--- src/rtl/ac_ir_frame_transmitter_core_assert.svh ---
// Assertion helpers for the IR frame transmitter.
`ifndef AC_IR_FRAME_TRANSMITTER_CORE_ASSERT_SVH
`define AC_IR_FRAME_TRANSMITTER_CORE_ASSERT_SVH

// Same-cycle implication, disabled while reset is asserted.
`define AC_IR_ASSERT_NOW(lbl, clk, rst_n, ante, cons) \
    lbl: assert property (@(posedge clk) disable iff (!rst_n) (ante) |-> (cons)) \
        else $error("ac_ir assertion failed");

// Next-cycle implication, disabled while reset is asserted.
`define AC_IR_ASSERT_NEXT(lbl, clk, rst_n, ante, cons) \
    lbl: assert property (@(posedge clk) disable iff (!rst_n) (ante) |=> (cons)) \
        else $error("ac_ir assertion failed");

`endif

--- src/rtl/ac_ir_pkg.sv ---
`default_nettype none
package ac_ir_pkg;

    typedef enum logic [1:0] {
        OP_SETTINGS = 2'd0,
        OP_OFF      = 2'd1,
        OP_NEXT     = 2'd2,
        OP_RSVD     = 2'd3
    } t_op;

    localparam logic [1:0] CFG_DEF_TEMP = 2'd0;
    localparam logic [1:0] CFG_DEF_MODE = 2'd1;
    localparam logic [1:0] CFG_DEF_FAN  = 2'd2;

    localparam logic [7:0] CH_A = 8'h41;
    localparam logic [7:0] CH_C = 8'h43;
    localparam logic [7:0] CH_D = 8'h44;
    localparam logic [7:0] CH_F = 8'h46;
    localparam logic [7:0] CH_H = 8'h48;
    localparam logic [7:0] CH_L = 8'h4C;
    localparam logic [7:0] CH_M = 8'h4D;
    localparam logic [7:0] CH_N = 8'h4E;

    localparam logic [7:0] RST_DEF_TEMP = 8'd26;
    localparam logic [7:0] RST_DEF_MODE = CH_C;
    localparam logic [7:0] RST_DEF_FAN  = CH_A;

    localparam logic [7:0] OFF_B = 8'h7B;
    localparam logic [7:0] OFF_C = 8'hE0;

    localparam logic [7:0] SEG_COUNT = 8'd199;
    localparam logic [7:0] PACK_SEGS = 8'd98;

    localparam logic [12:0] LEAD_US = 13'd4400;
    localparam logic [12:0] GAP_US  = 13'd5220;
    localparam logic [12:0] ONE_US  = 13'd1620;
    localparam logic [12:0] BIT_US  = 13'd540;

    typedef struct packed {
        logic       ok;
        logic [7:0] code;
    } t_lookup;

    typedef struct packed {
        logic [7:0] temp;
        logic [7:0] mode;
        logic [7:0] fan;
    } t_defaults;

    typedef struct packed {
        logic [7:0] b;
        logic [7:0] c;
    } t_cmd_bytes;

    typedef struct packed {
        logic        segment_valid;
        logic        carrier_on;
        logic [12:0] duration_us;
        logic        last_segment;
    } t_seg;

    function automatic t_lookup fan_lookup(input logic [7:0] f);
        t_lookup r;
        r.ok = 1'b1;
        unique case (f)
            CH_A:    r.code = 8'hBF;
            CH_L:    r.code = 8'h9F;
            CH_M:    r.code = 8'h5F;
            CH_H:    r.code = 8'h3F;
            CH_F:    r.code = 8'h1F;
            default: begin
                r.ok   = 1'b0;
                r.code = 8'h00;
            end
        endcase
        return r;
    endfunction

    function automatic t_lookup temp_lookup(input logic [7:0] t);
        t_lookup r;
        r.ok = 1'b1;
        unique case (t)
            8'd17:   r.code = 8'h00;
            8'd18:   r.code = 8'h10;
            8'd19:   r.code = 8'h30;
            8'd20:   r.code = 8'h20;
            8'd21:   r.code = 8'h60;
            8'd22:   r.code = 8'h70;
            8'd23:   r.code = 8'h50;
            8'd24:   r.code = 8'h40;
            8'd25:   r.code = 8'hC0;
            8'd26:   r.code = 8'hD0;
            8'd27:   r.code = 8'h90;
            8'd28:   r.code = 8'h80;
            8'd29:   r.code = 8'hA0;
            8'd30:   r.code = 8'hB0;
            CH_N:    r.code = 8'hE0;
            default: begin
                r.ok   = 1'b0;
                r.code = 8'h00;
            end
        endcase
        return r;
    endfunction

    function automatic t_lookup mode_lookup(input logic [7:0] m);
        t_lookup r;
        r.ok = 1'b1;
        unique case (m)
            CH_A:    r.code = 8'h08;
            CH_C:    r.code = 8'h00;
            CH_D:    r.code = 8'h04;
            CH_H:    r.code = 8'h0C;
            CH_F:    r.code = 8'h04;
            default: begin
                r.ok   = 1'b0;
                r.code = 8'h00;
            end
        endcase
        return r;
    endfunction

endpackage
`default_nettype wire

--- src/rtl/ac_ir_if.sv ---
`default_nettype none
interface ac_ir_in_if;
    logic       valid;
    logic       ready;
    logic [1:0] op;
    logic [7:0] unit_id;
    logic [7:0] temperature;
    logic [7:0] mode_char;
    logic [7:0] fan_char;

    modport source (output valid, output op, output unit_id, output temperature,
                    output mode_char, output fan_char, input ready);
    modport sink (input valid, input op, input unit_id, input temperature,
                  input mode_char, input fan_char, output ready);
endinterface

interface ac_ir_out_if;
    logic        valid;
    logic        ready;
    logic        accepted;
    logic        segment_valid;
    logic        carrier_on;
    logic [12:0] duration_us;
    logic        last_segment;

    modport source (output valid, output accepted, output segment_valid,
                    output carrier_on, output duration_us, output last_segment,
                    input ready);
    modport sink (input valid, input accepted, input segment_valid,
                  input carrier_on, input duration_us, input last_segment,
                  output ready);
endinterface

interface ac_ir_cfg_if;
    logic       valid;
    logic       ready;
    logic [1:0] index;
    logic [7:0] data;

    modport source (output valid, output index, output data, input ready);
    modport sink (input valid, input index, input data, output ready);
endinterface
`default_nettype wire

--- src/rtl/ac_ir_frame_transmitter_core.sv ---
// Channel   Dir  Modport  Word contents
// i_in      in   sink     op, unit_id, temperature, mode_char, fan_char
// i_cfg     in   sink     index, data (default temperature, mode, fan)
// o_out     out  source   accepted, segment_valid, carrier_on, duration_us, last_segment
//
// One word is taken every cycle while the output is not stalled; its result word is offered
// from the edge after the one that accepts it when the output does not stall.
// The path is an input register, the command encoder or segment lookup, and the
// result register; frame state is updated as a word moves into the result register.
// Reset is synchronous: it empties both registers, clears the frame state and loads
// the defaults 26, 'C' and 'A'. A stalled output holds the result register and the input
// register behind it; an empty input register still takes one word, then input ready drops.
`default_nettype none
module ac_ir_frame_transmitter_core (
    input  logic         i_clk,
    input  logic         i_rst_n,
    ac_ir_in_if.sink     i_in,
    ac_ir_cfg_if.sink    i_cfg,
    ac_ir_out_if.source  o_out
);

    `include "ac_ir_frame_transmitter_core_assert.svh"

    typedef struct packed {
        logic [1:0] op;
        logic [7:0] unit_id;
        logic [7:0] temperature;
        logic [7:0] mode_char;
        logic [7:0] fan_char;
    } t_in_word;

    typedef struct packed {
        logic            accepted;
        ac_ir_pkg::t_seg seg;
    } t_out_word;

    ac_ir_pkg::t_defaults  r_defaults;
    logic                  r_in_valid;
    t_in_word              r_in;
    logic                  r_busy;
    logic [7:0]            r_seg_idx;
    logic [23:0]           r_frame;
    logic                  r_out_valid;
    t_out_word             r_out;

    logic                  n_busy;
    logic [7:0]            n_seg_idx;
    logic [23:0]           n_frame;
    t_out_word             n_out;

    logic                  w_adv;
    ac_ir_pkg::t_cmd_bytes w_cmd;
    ac_ir_pkg::t_seg       w_seg;

    ac_ir_cmd_enc u_cmd_enc (
        .i_temperature (r_in.temperature),
        .i_mode_char   (r_in.mode_char),
        .i_fan_char    (r_in.fan_char),
        .i_defaults    (r_defaults),
        .o_bytes       (w_cmd)
    );

    ac_ir_seg_gen u_seg_gen (
        .i_idx   (r_seg_idx),
        .i_frame (r_frame),
        .o_seg   (w_seg)
    );

    assign w_adv       = r_in_valid && (!r_out_valid || o_out.ready);
    assign i_in.ready  = !r_in_valid || w_adv;
    assign i_cfg.ready = 1'b1;

    assign o_out.valid         = r_out_valid;
    assign o_out.accepted      = r_out.accepted;
    assign o_out.segment_valid = r_out.seg.segment_valid;
    assign o_out.carrier_on    = r_out.seg.carrier_on;
    assign o_out.duration_us   = r_out.seg.duration_us;
    assign o_out.last_segment  = r_out.seg.last_segment;

    always_comb begin
        n_busy    = r_busy;
        n_seg_idx = r_seg_idx;
        n_frame   = r_frame;
        n_out     = '0;
        unique case (ac_ir_pkg::t_op'(r_in.op))
            ac_ir_pkg::OP_SETTINGS, ac_ir_pkg::OP_OFF: begin
                // Commands are refused while a frame is still going out.
                if (!r_busy) begin
                    n_busy         = 1'b1;
                    n_seg_idx      = '0;
                    n_out.accepted = 1'b1;
                    if (ac_ir_pkg::t_op'(r_in.op) == ac_ir_pkg::OP_SETTINGS) begin
                        n_frame = {r_in.unit_id, w_cmd.b, w_cmd.c};
                    end else begin
                        n_frame = {r_in.unit_id, ac_ir_pkg::OFF_B, ac_ir_pkg::OFF_C};
                    end
                end
            end
            ac_ir_pkg::OP_NEXT: begin
                if (r_busy) begin
                    if (r_seg_idx >= ac_ir_pkg::SEG_COUNT) begin
                        n_busy = 1'b0;
                    end else begin
                        n_out.seg = w_seg;
                        n_seg_idx = r_seg_idx + 8'd1;
                    end
                end
            end
            ac_ir_pkg::OP_RSVD: begin
            end
        endcase
    end

    always_ff @(posedge i_clk) begin
        if (!i_rst_n) begin
            r_defaults.temp <= ac_ir_pkg::RST_DEF_TEMP;
            r_defaults.mode <= ac_ir_pkg::RST_DEF_MODE;
            r_defaults.fan  <= ac_ir_pkg::RST_DEF_FAN;
            r_in_valid      <= 1'b0;
            r_out_valid     <= 1'b0;
            r_busy          <= 1'b0;
            r_seg_idx       <= '0;
            r_frame         <= '0;
        end else begin
            if (i_cfg.valid) begin
                unique case (i_cfg.index)
                    ac_ir_pkg::CFG_DEF_TEMP: r_defaults.temp <= i_cfg.data;
                    ac_ir_pkg::CFG_DEF_MODE: r_defaults.mode <= i_cfg.data;
                    ac_ir_pkg::CFG_DEF_FAN:  r_defaults.fan  <= i_cfg.data;
                    default: begin
                    end
                endcase
            end
            if (i_in.ready) begin
                r_in_valid <= i_in.valid;
            end
            if (w_adv) begin
                r_out_valid <= 1'b1;
                r_busy      <= n_busy;
                r_seg_idx   <= n_seg_idx;
                r_frame     <= n_frame;
            end else if (o_out.ready) begin
                r_out_valid <= 1'b0;
            end
        end
    end

    always_ff @(posedge i_clk) begin
        if (i_in.valid && i_in.ready) begin
            r_in.op          <= i_in.op;
            r_in.unit_id     <= i_in.unit_id;
            r_in.temperature <= i_in.temperature;
            r_in.mode_char   <= i_in.mode_char;
            r_in.fan_char    <= i_in.fan_char;
        end
        if (w_adv) begin
            r_out <= n_out;
        end
    end

    // The segment counter never runs past SEG_COUNT, one past the end pulse.
    `AC_IR_ASSERT_NOW(a_idx_range, i_clk, i_rst_n, 1'b1, r_seg_idx <= ac_ir_pkg::SEG_COUNT)

    // The end pulse is always a valid carrier burst.
    `AC_IR_ASSERT_NOW(a_last_carrier, i_clk, i_rst_n, r_out_valid && r_out.seg.last_segment,
        r_out.seg.segment_valid && r_out.seg.carrier_on && !r_out.accepted)

    // An accepted command leaves the block busy at the start of a frame.
    `AC_IR_ASSERT_NEXT(a_cmd_start, i_clk, i_rst_n, w_adv && n_out.accepted,
        r_busy && r_seg_idx == 8'd0 && r_out.accepted)

    // Every delivered segment advances the counter by exactly one.
    `AC_IR_ASSERT_NEXT(a_idx_step, i_clk, i_rst_n, w_adv && n_out.seg.segment_valid,
        r_seg_idx == $past(r_seg_idx) + 8'd1)

endmodule
`default_nettype wire

--- src/rtl/ac_ir_cmd_enc.sv ---
`default_nettype none
module ac_ir_cmd_enc (
    input  logic [7:0]            i_temperature,
    input  logic [7:0]            i_mode_char,
    input  logic [7:0]            i_fan_char,
    input  ac_ir_pkg::t_defaults  i_defaults,
    output ac_ir_pkg::t_cmd_bytes o_bytes
);

    logic [7:0]         w_mode;
    logic [7:0]         w_temp;
    logic [7:0]         w_fan;
    ac_ir_pkg::t_lookup w_mode_cmd;
    ac_ir_pkg::t_lookup w_mode_def;
    ac_ir_pkg::t_lookup w_fan_cmd;
    ac_ir_pkg::t_lookup w_fan_def;
    ac_ir_pkg::t_lookup w_fan_rst;
    ac_ir_pkg::t_lookup w_temp_cmd;
    ac_ir_pkg::t_lookup w_temp_def;
    ac_ir_pkg::t_lookup w_temp_rst;
    ac_ir_pkg::t_lookup w_mode_res;
    logic [7:0]         w_b;
    logic [7:0]         w_t;

    always_comb begin
        w_mode_cmd = ac_ir_pkg::mode_lookup(i_mode_char);
        w_mode_def = ac_ir_pkg::mode_lookup(i_defaults.mode);

        // An invalid mode takes the default; an invalid default takes cool.
        if (w_mode_cmd.ok) begin
            w_mode = i_mode_char;
        end else if (w_mode_def.ok) begin
            w_mode = i_defaults.mode;
        end else begin
            w_mode = ac_ir_pkg::RST_DEF_MODE;
        end

        w_fan  = i_fan_char;
        w_temp = i_temperature;
        if (w_mode == ac_ir_pkg::CH_A || w_mode == ac_ir_pkg::CH_D) begin
            w_fan = ac_ir_pkg::CH_F;
        end else if (w_mode == ac_ir_pkg::CH_F) begin
            w_temp = ac_ir_pkg::CH_N;
        end

        w_fan_cmd  = ac_ir_pkg::fan_lookup(w_fan);
        w_fan_def  = ac_ir_pkg::fan_lookup(i_defaults.fan);
        w_fan_rst  = ac_ir_pkg::fan_lookup(ac_ir_pkg::RST_DEF_FAN);
        w_temp_cmd = ac_ir_pkg::temp_lookup(w_temp);
        w_temp_def = ac_ir_pkg::temp_lookup(i_defaults.temp);
        w_temp_rst = ac_ir_pkg::temp_lookup(ac_ir_pkg::RST_DEF_TEMP);
        w_mode_res = ac_ir_pkg::mode_lookup(w_mode);

        if (w_fan_cmd.ok) begin
            w_b = w_fan_cmd.code;
        end else if (w_fan_def.ok) begin
            w_b = w_fan_def.code;
        end else begin
            w_b = w_fan_rst.code;
        end

        if (w_temp_cmd.ok) begin
            w_t = w_temp_cmd.code;
        end else if (w_temp_def.ok) begin
            w_t = w_temp_def.code;
        end else begin
            w_t = w_temp_rst.code;
        end

        o_bytes.b = w_b;
        o_bytes.c = w_t | w_mode_res.code;
    end

endmodule
`default_nettype wire

--- src/rtl/ac_ir_seg_gen.sv ---
`default_nettype none
module ac_ir_seg_gen (
    input  logic [7:0]      i_idx,
    input  logic [23:0]     i_frame,
    output ac_ir_pkg::t_seg o_seg
);

    logic [6:0] w_p;
    logic [6:0] w_q;
    logic [5:0] w_n;
    logic [7:0] w_byte;
    logic       w_bit;

    always_comb begin
        // Position inside the packet: the second copy starts after the gap pair.
        if (i_idx > ac_ir_pkg::PACK_SEGS) begin
            w_p = 7'(i_idx - ac_ir_pkg::PACK_SEGS - 8'd2);
        end else begin
            w_p = i_idx[6:0];
        end
        w_q = 7'(w_p - 7'd2);
        w_n = w_q[6:1];

        unique case (w_n[5:4])
            2'd0:    w_byte = i_frame[23:16];
            2'd1:    w_byte = i_frame[15:8];
            default: w_byte = i_frame[7:0];
        endcase
        // Odd byte slots carry the complement.
        if (w_n[3]) begin
            w_byte = ~w_byte;
        end
        w_bit = w_byte[3'd7 - w_n[2:0]];

        o_seg = '0;
        if (i_idx < ac_ir_pkg::SEG_COUNT) begin
            o_seg.segment_valid = 1'b1;
            if (i_idx == ac_ir_pkg::SEG_COUNT - 8'd1) begin
                o_seg.carrier_on   = 1'b1;
                o_seg.duration_us  = ac_ir_pkg::BIT_US;
                o_seg.last_segment = 1'b1;
            end else if (i_idx == ac_ir_pkg::PACK_SEGS) begin
                o_seg.carrier_on  = 1'b1;
                o_seg.duration_us = ac_ir_pkg::BIT_US;
            end else if (i_idx == ac_ir_pkg::PACK_SEGS + 8'd1) begin
                o_seg.duration_us = ac_ir_pkg::GAP_US;
            end else if (w_p < 7'd2) begin
                o_seg.carrier_on  = (w_p == 7'd0);
                o_seg.duration_us = ac_ir_pkg::LEAD_US;
            end else if (!w_q[0]) begin
                o_seg.carrier_on  = 1'b1;
                o_seg.duration_us = ac_ir_pkg::BIT_US;
            end else begin
                o_seg.duration_us = w_bit ? ac_ir_pkg::ONE_US : ac_ir_pkg::BIT_US;
            end
        end
    end

endmodule
`default_nettype wire
--- src/flat_wrapper.sv ---
// flat-port wrapper written by rule: the top's interface ports become plain ports
module ac_ir_frame_transmitter_core_flat 
  (i_clk, i_rst_n, i_in_valid, i_in_op, i_in_unit_id, i_in_temperature, i_in_mode_char, i_in_fan_char, i_in_ready, i_cfg_valid, i_cfg_index, i_cfg_data, i_cfg_ready, o_out_valid, o_out_accepted, o_out_segment_valid, o_out_carrier_on, o_out_duration_us, o_out_last_segment, o_out_ready);
  ac_ir_in_if i_in_i ();
  ac_ir_cfg_if i_cfg_i ();
  ac_ir_out_if o_out_i ();
  input  logic i_clk;
  input  logic i_rst_n;
  input wire logic [$bits(i_in_i.valid)-1:0] i_in_valid;
  input wire logic [$bits(i_in_i.op)-1:0] i_in_op;
  input wire logic [$bits(i_in_i.unit_id)-1:0] i_in_unit_id;
  input wire logic [$bits(i_in_i.temperature)-1:0] i_in_temperature;
  input wire logic [$bits(i_in_i.mode_char)-1:0] i_in_mode_char;
  input wire logic [$bits(i_in_i.fan_char)-1:0] i_in_fan_char;
  output wire logic [$bits(i_in_i.ready)-1:0] i_in_ready;
  input wire logic [$bits(i_cfg_i.valid)-1:0] i_cfg_valid;
  input wire logic [$bits(i_cfg_i.index)-1:0] i_cfg_index;
  input wire logic [$bits(i_cfg_i.data)-1:0] i_cfg_data;
  output wire logic [$bits(i_cfg_i.ready)-1:0] i_cfg_ready;
  output wire logic [$bits(o_out_i.valid)-1:0] o_out_valid;
  output wire logic [$bits(o_out_i.accepted)-1:0] o_out_accepted;
  output wire logic [$bits(o_out_i.segment_valid)-1:0] o_out_segment_valid;
  output wire logic [$bits(o_out_i.carrier_on)-1:0] o_out_carrier_on;
  output wire logic [$bits(o_out_i.duration_us)-1:0] o_out_duration_us;
  output wire logic [$bits(o_out_i.last_segment)-1:0] o_out_last_segment;
  input wire logic [$bits(o_out_i.ready)-1:0] o_out_ready;
  assign i_in_i.valid = i_in_valid;
  assign i_in_i.op = i_in_op;
  assign i_in_i.unit_id = i_in_unit_id;
  assign i_in_i.temperature = i_in_temperature;
  assign i_in_i.mode_char = i_in_mode_char;
  assign i_in_i.fan_char = i_in_fan_char;
  assign i_in_ready = i_in_i.ready;
  assign i_cfg_i.valid = i_cfg_valid;
  assign i_cfg_i.index = i_cfg_index;
  assign i_cfg_i.data = i_cfg_data;
  assign i_cfg_ready = i_cfg_i.ready;
  assign o_out_valid = o_out_i.valid;
  assign o_out_accepted = o_out_i.accepted;
  assign o_out_segment_valid = o_out_i.segment_valid;
  assign o_out_carrier_on = o_out_i.carrier_on;
  assign o_out_duration_us = o_out_i.duration_us;
  assign o_out_last_segment = o_out_i.last_segment;
  assign o_out_i.ready = o_out_ready;
  ac_ir_frame_transmitter_core u_core (.i_clk(i_clk), .i_rst_n(i_rst_n), .i_in(i_in_i), .i_cfg(i_cfg_i), .o_out(o_out_i));
endmodule
--- config.mk ---
export PLATFORM = sky130hd
export DESIGN_NAME = ac_ir_frame_transmitter_core_flat
export DESIGN_NICKNAME = d
export VERILOG_FILES = /design/src/rtl/ac_ir_pkg.sv /design/src/rtl/ac_ir_if.sv /design/src/rtl/ac_ir_frame_transmitter_core.sv /design/src/rtl/ac_ir_cmd_enc.sv /design/src/rtl/ac_ir_seg_gen.sv /design/src/flat_wrapper.sv
export VERILOG_INCLUDE_DIRS = /design/src /design/src/rtl
export SDC_FILE = /design/constraint.sdc
export NUM_CORES = 1
export LEC_CHECK = 0
export BUFFER_PORTS_ARGS = -buffer_cell sky130_fd_sc_hd__buf_2
export CAP_MARGIN = 30
export CORE_ASPECT_RATIO = 2
export CORE_MARGIN = 2
export CORE_UTILIZATION = 50
export CTS_CLUSTER_SIZE = 30
export DETAILED_ROUTE_END_ITERATION = 8
export PLACE_DENSITY = 0.84
export SETUP_SLACK_MARGIN = 0.4
export SLEW_MARGIN = 20
export SYNTH_ARGS = -nofsm -noshare
export SYNTH_HDL_FRONTEND = slang
export SYNTH_SLANG_ARGS = --single-unit
--- constraint.sdc ---
create_clock -name i_clk -period 4 [get_ports i_clk]
set_clock_uncertainty 0.05 [all_clocks]
set_input_delay 0 -clock i_clk [delete_from_list [all_inputs] [get_ports i_clk]]
set_output_delay 0 -clock i_clk [all_outputs]
set_load 0.05 [all_outputs]
==> qor.yml <==
core.rowCount: 53
async_reset_ff_frac: 0
synth_edf_count: 45
ant_nets: 0
gp_congestion: 0.9499
grt_max_degree: 48
start_kind: "flip-flop"
wl_per_cell_um: 16.24
rsz0062_at_grt: "yes"
cts_sinks: 99
crit_fanout: 10
die_area_sq_mm: 0.01138
yosys-top-cells-count: "54 x dfxtp_1, 52 x nand2_1, 45 x edfxtp_1, 45 x nor2_1"
syn_area_per_cell_sq_um: 9.866
hold_viol: 0
drive_gt1_frac: 0.2146
met2_usage: 0.4124
first_iter_violations: 331
yosys_most_used_dff: "dfxtp_1"
grt_overflow: 0
whs_path_depth: 2
cp-end-kind: "flip-flop"
antenna_cells: 0
syn-instance-count: 532
power.internal_mw: 1.726
setup_viol: 0
tightest_slew_ns: 0.7292
antenna_found_initial: 0
use_met3: 0.04722
worstPathRequired_ns: 4.17
synth_top_area_frac: 0.2574
grt_pass1_vias: 4315
combPwrFrac: 0.098
fin_crit_sh: 0.8966
path_clk_slew_ns: 0.07
worstPathArrival_ns: 3.76
clock.fmax_mhz: 278.8
vdd_drop_max_mv: 0.2682
drc: 0
yosysWarnings: 0
p_sw_uw: 536.4
core_sq_mm: 0.01034
start_util: 0.5074
cellLeakagePower_nw: 2.613
synth_area_leaders: "edfxtp_1 26%, dfxtp_1 21%, mux2i_1 5.1%"
vias: 4450
dieHeight_um: 148.9
clockBufferDepth: 2
hp-class: "input pin to flip-flop"
min_period_ns: 3.586
seq_power_share: 0.501
synth_cell_types: 83
clkPwrFrac: 0.401
critPathKind: "flip-flop to flip-flop"
wl_um: 12660
synth-seq-area-share: 0.4634
power_density_mw_per_mm2: 345.5
cts_root_buf: "clkbuf_16"
pin_count: 69
relSlewSlack: 0.5138
reg2regPathDepth: 11
ys_ff_latch: 99
nets: 695
fin_util: 0.6329
grt_use_met1: 0.2484
hpwl_um: 8090
swShare: 0.2371
clock_latency_ns: 0.35
status: "completed"
cts_tree: "built"
h-tree-depth: 3
setup_tns_ns: 0
firstDrtPassIters: 5
cts-buffers-inserted: 9
synthesis.area_sq_mm: 0.005249
maxSlewViolCount: 0
die-width_um: 76.45
synth_most_common_cell: "dfxtp_1"
grt_pass1_wl_um: 20200
port_buffers: 63
synthToLayoutAreaGrowth_pct: 24.74
grt_use_total: 0.2239
nFillCells: 798
cap_violations: 0
top_usage_layer: "met2"
yosysTopAreaCell: "edfxtp_1"
vias_per_cell: 5.705
flip-flops by register name, indices dropped and copies added, names as in the netlist, 7 cells and up:
signal,count
u_core.o_out.duration_us,7
u_core.r_defaults,24
u_core.r_frame,19
u_core.r_in,34
u_core.r_seg_idx,8
final timing paths:
kind,slack (ns),endpoint,startpoint
setup / recovery,0.41,u_core.o_out.duration_us[10],u_core.r_seg_idx[2]
hold reg to reg,0.43,u_core.r_frame[17],u_core.r_frame[17]
setup reg to reg,0.41,u_core.o_out.duration_us[10],u_core.r_seg_idx[2]
hold / removal,0.11,u_core.r_defaults[0],i_rst_n
logic make-up (layout without fill, tap and decap cells):
group,Yosys count,count (layout),synth area share
AOI/OAI and AO/OA,118,118,0.1647
xor gates and xnor gates,16,16,0.02813
adders and majority gates,9,9,0.02098
buffers and inverters,46,154,0.04243
DFF,99,99,0.4634
muxes,33,33,0.06436
other,2,5,0.001431
and+or+nand+nor,209,209,0.2145
layout by cell type (no fill, tap or decap), types with 9 or more instances in the layout:
cell            n
mux2i_1        27
a21boi_0       10
and3_1         12
dlygate4sd3_1  45
inv_1          12
clkbuf_16      10
buf_2          63
edfxtp_1       45
nor2b_1        27
nand3b_1       10
buf_4          15
dfxtp_1        51
xnor2_1        14
nand3_1         9
nor3_1         12
nand2_1        52
o21ai_0        22
a21oi_1        23
nor2_1         45
through the flow:
stage | total power, mW | hold slack [ns] | area [sq um] | std cells | worst slack (ns)
after floorplan | 1.280 | 0.04887 | 5315 | 535 | 0.3898
after CTS | 2.262 | 0.09378 | 6515 | 779 | 0.4041
after detailed placement | 1.337 | 0.1281 | 5693 | 713 | 0.2034
final | 2.262 | 0.1059 | 6548 | 780 | 0.4138
after global routing | 2.337 | 0.1291 | 6548 | 780 | 0.2829
after global placement | 1.330 | 0.1262 | 5693 | 713 | 0.3115
per-layer routing:
layer	part of all wire	routed length, um
met4	0.030	374
met3	0.046	582
met2	0.53	6699
met5	0	0
met1	0.40	5008
power by group through the flow:
| stage | Clock [mW] | Combinational [mW] | Sequential, mW |
|---|---|---|---|
| 3_5_place_dp | 0 | 0.181 | 1.16 |
| 3_3_place_gp | 0 | 0.177 | 1.15 |
| 5_1_grt | 0.960 | 0.240 | 1.14 |
| 6_report | 0.908 | 0.221 | 1.13 |
| 2_1_floorplan | 0 | 0.118 | 1.16 |
| 4_1_cts | 0.913 | 0.217 | 1.13 |
what timing repair did:
action                                  in CTS  in global routing
hold endpoints to repair                    60                  0
hold buffers                                45                  0
endpoints found under the setup margin       2                  2
setup buffers                                5                  1
resized for setup                            8                  6
pin swaps                                    2                  8
final cells by class:
cell class / count / area, sq um / share of cell area
clock buffers: 11 / 254.0 / 0.03879
clock inverters: 5 / 57.56 / 0.008790
inverters: 15 / 60.06 / 0.009173
multi-input cells: 390 / 2683 / 0.4097
flip-flops and latches: 99 / 2444 / 0.3732
well taps: 137 / 171.4 / 0.02618
repair buffers: 123 / 878.3 / 0.1341
critical path: stages (launching register included):
cell,delay [ns]
dfxtp_4,0.36
clkinvlp_4,0.13
ha_4,0.22
and4bb_2,0.26
a211o_1,0.27
o211a_1,0.36
and4_1,0.24
o311ai_0,0.62
a211oi_2,0.12
o32a_1,0.22
or4_1,0.51
nand3_1,0.09
Power figures use the tool's default switching activity.
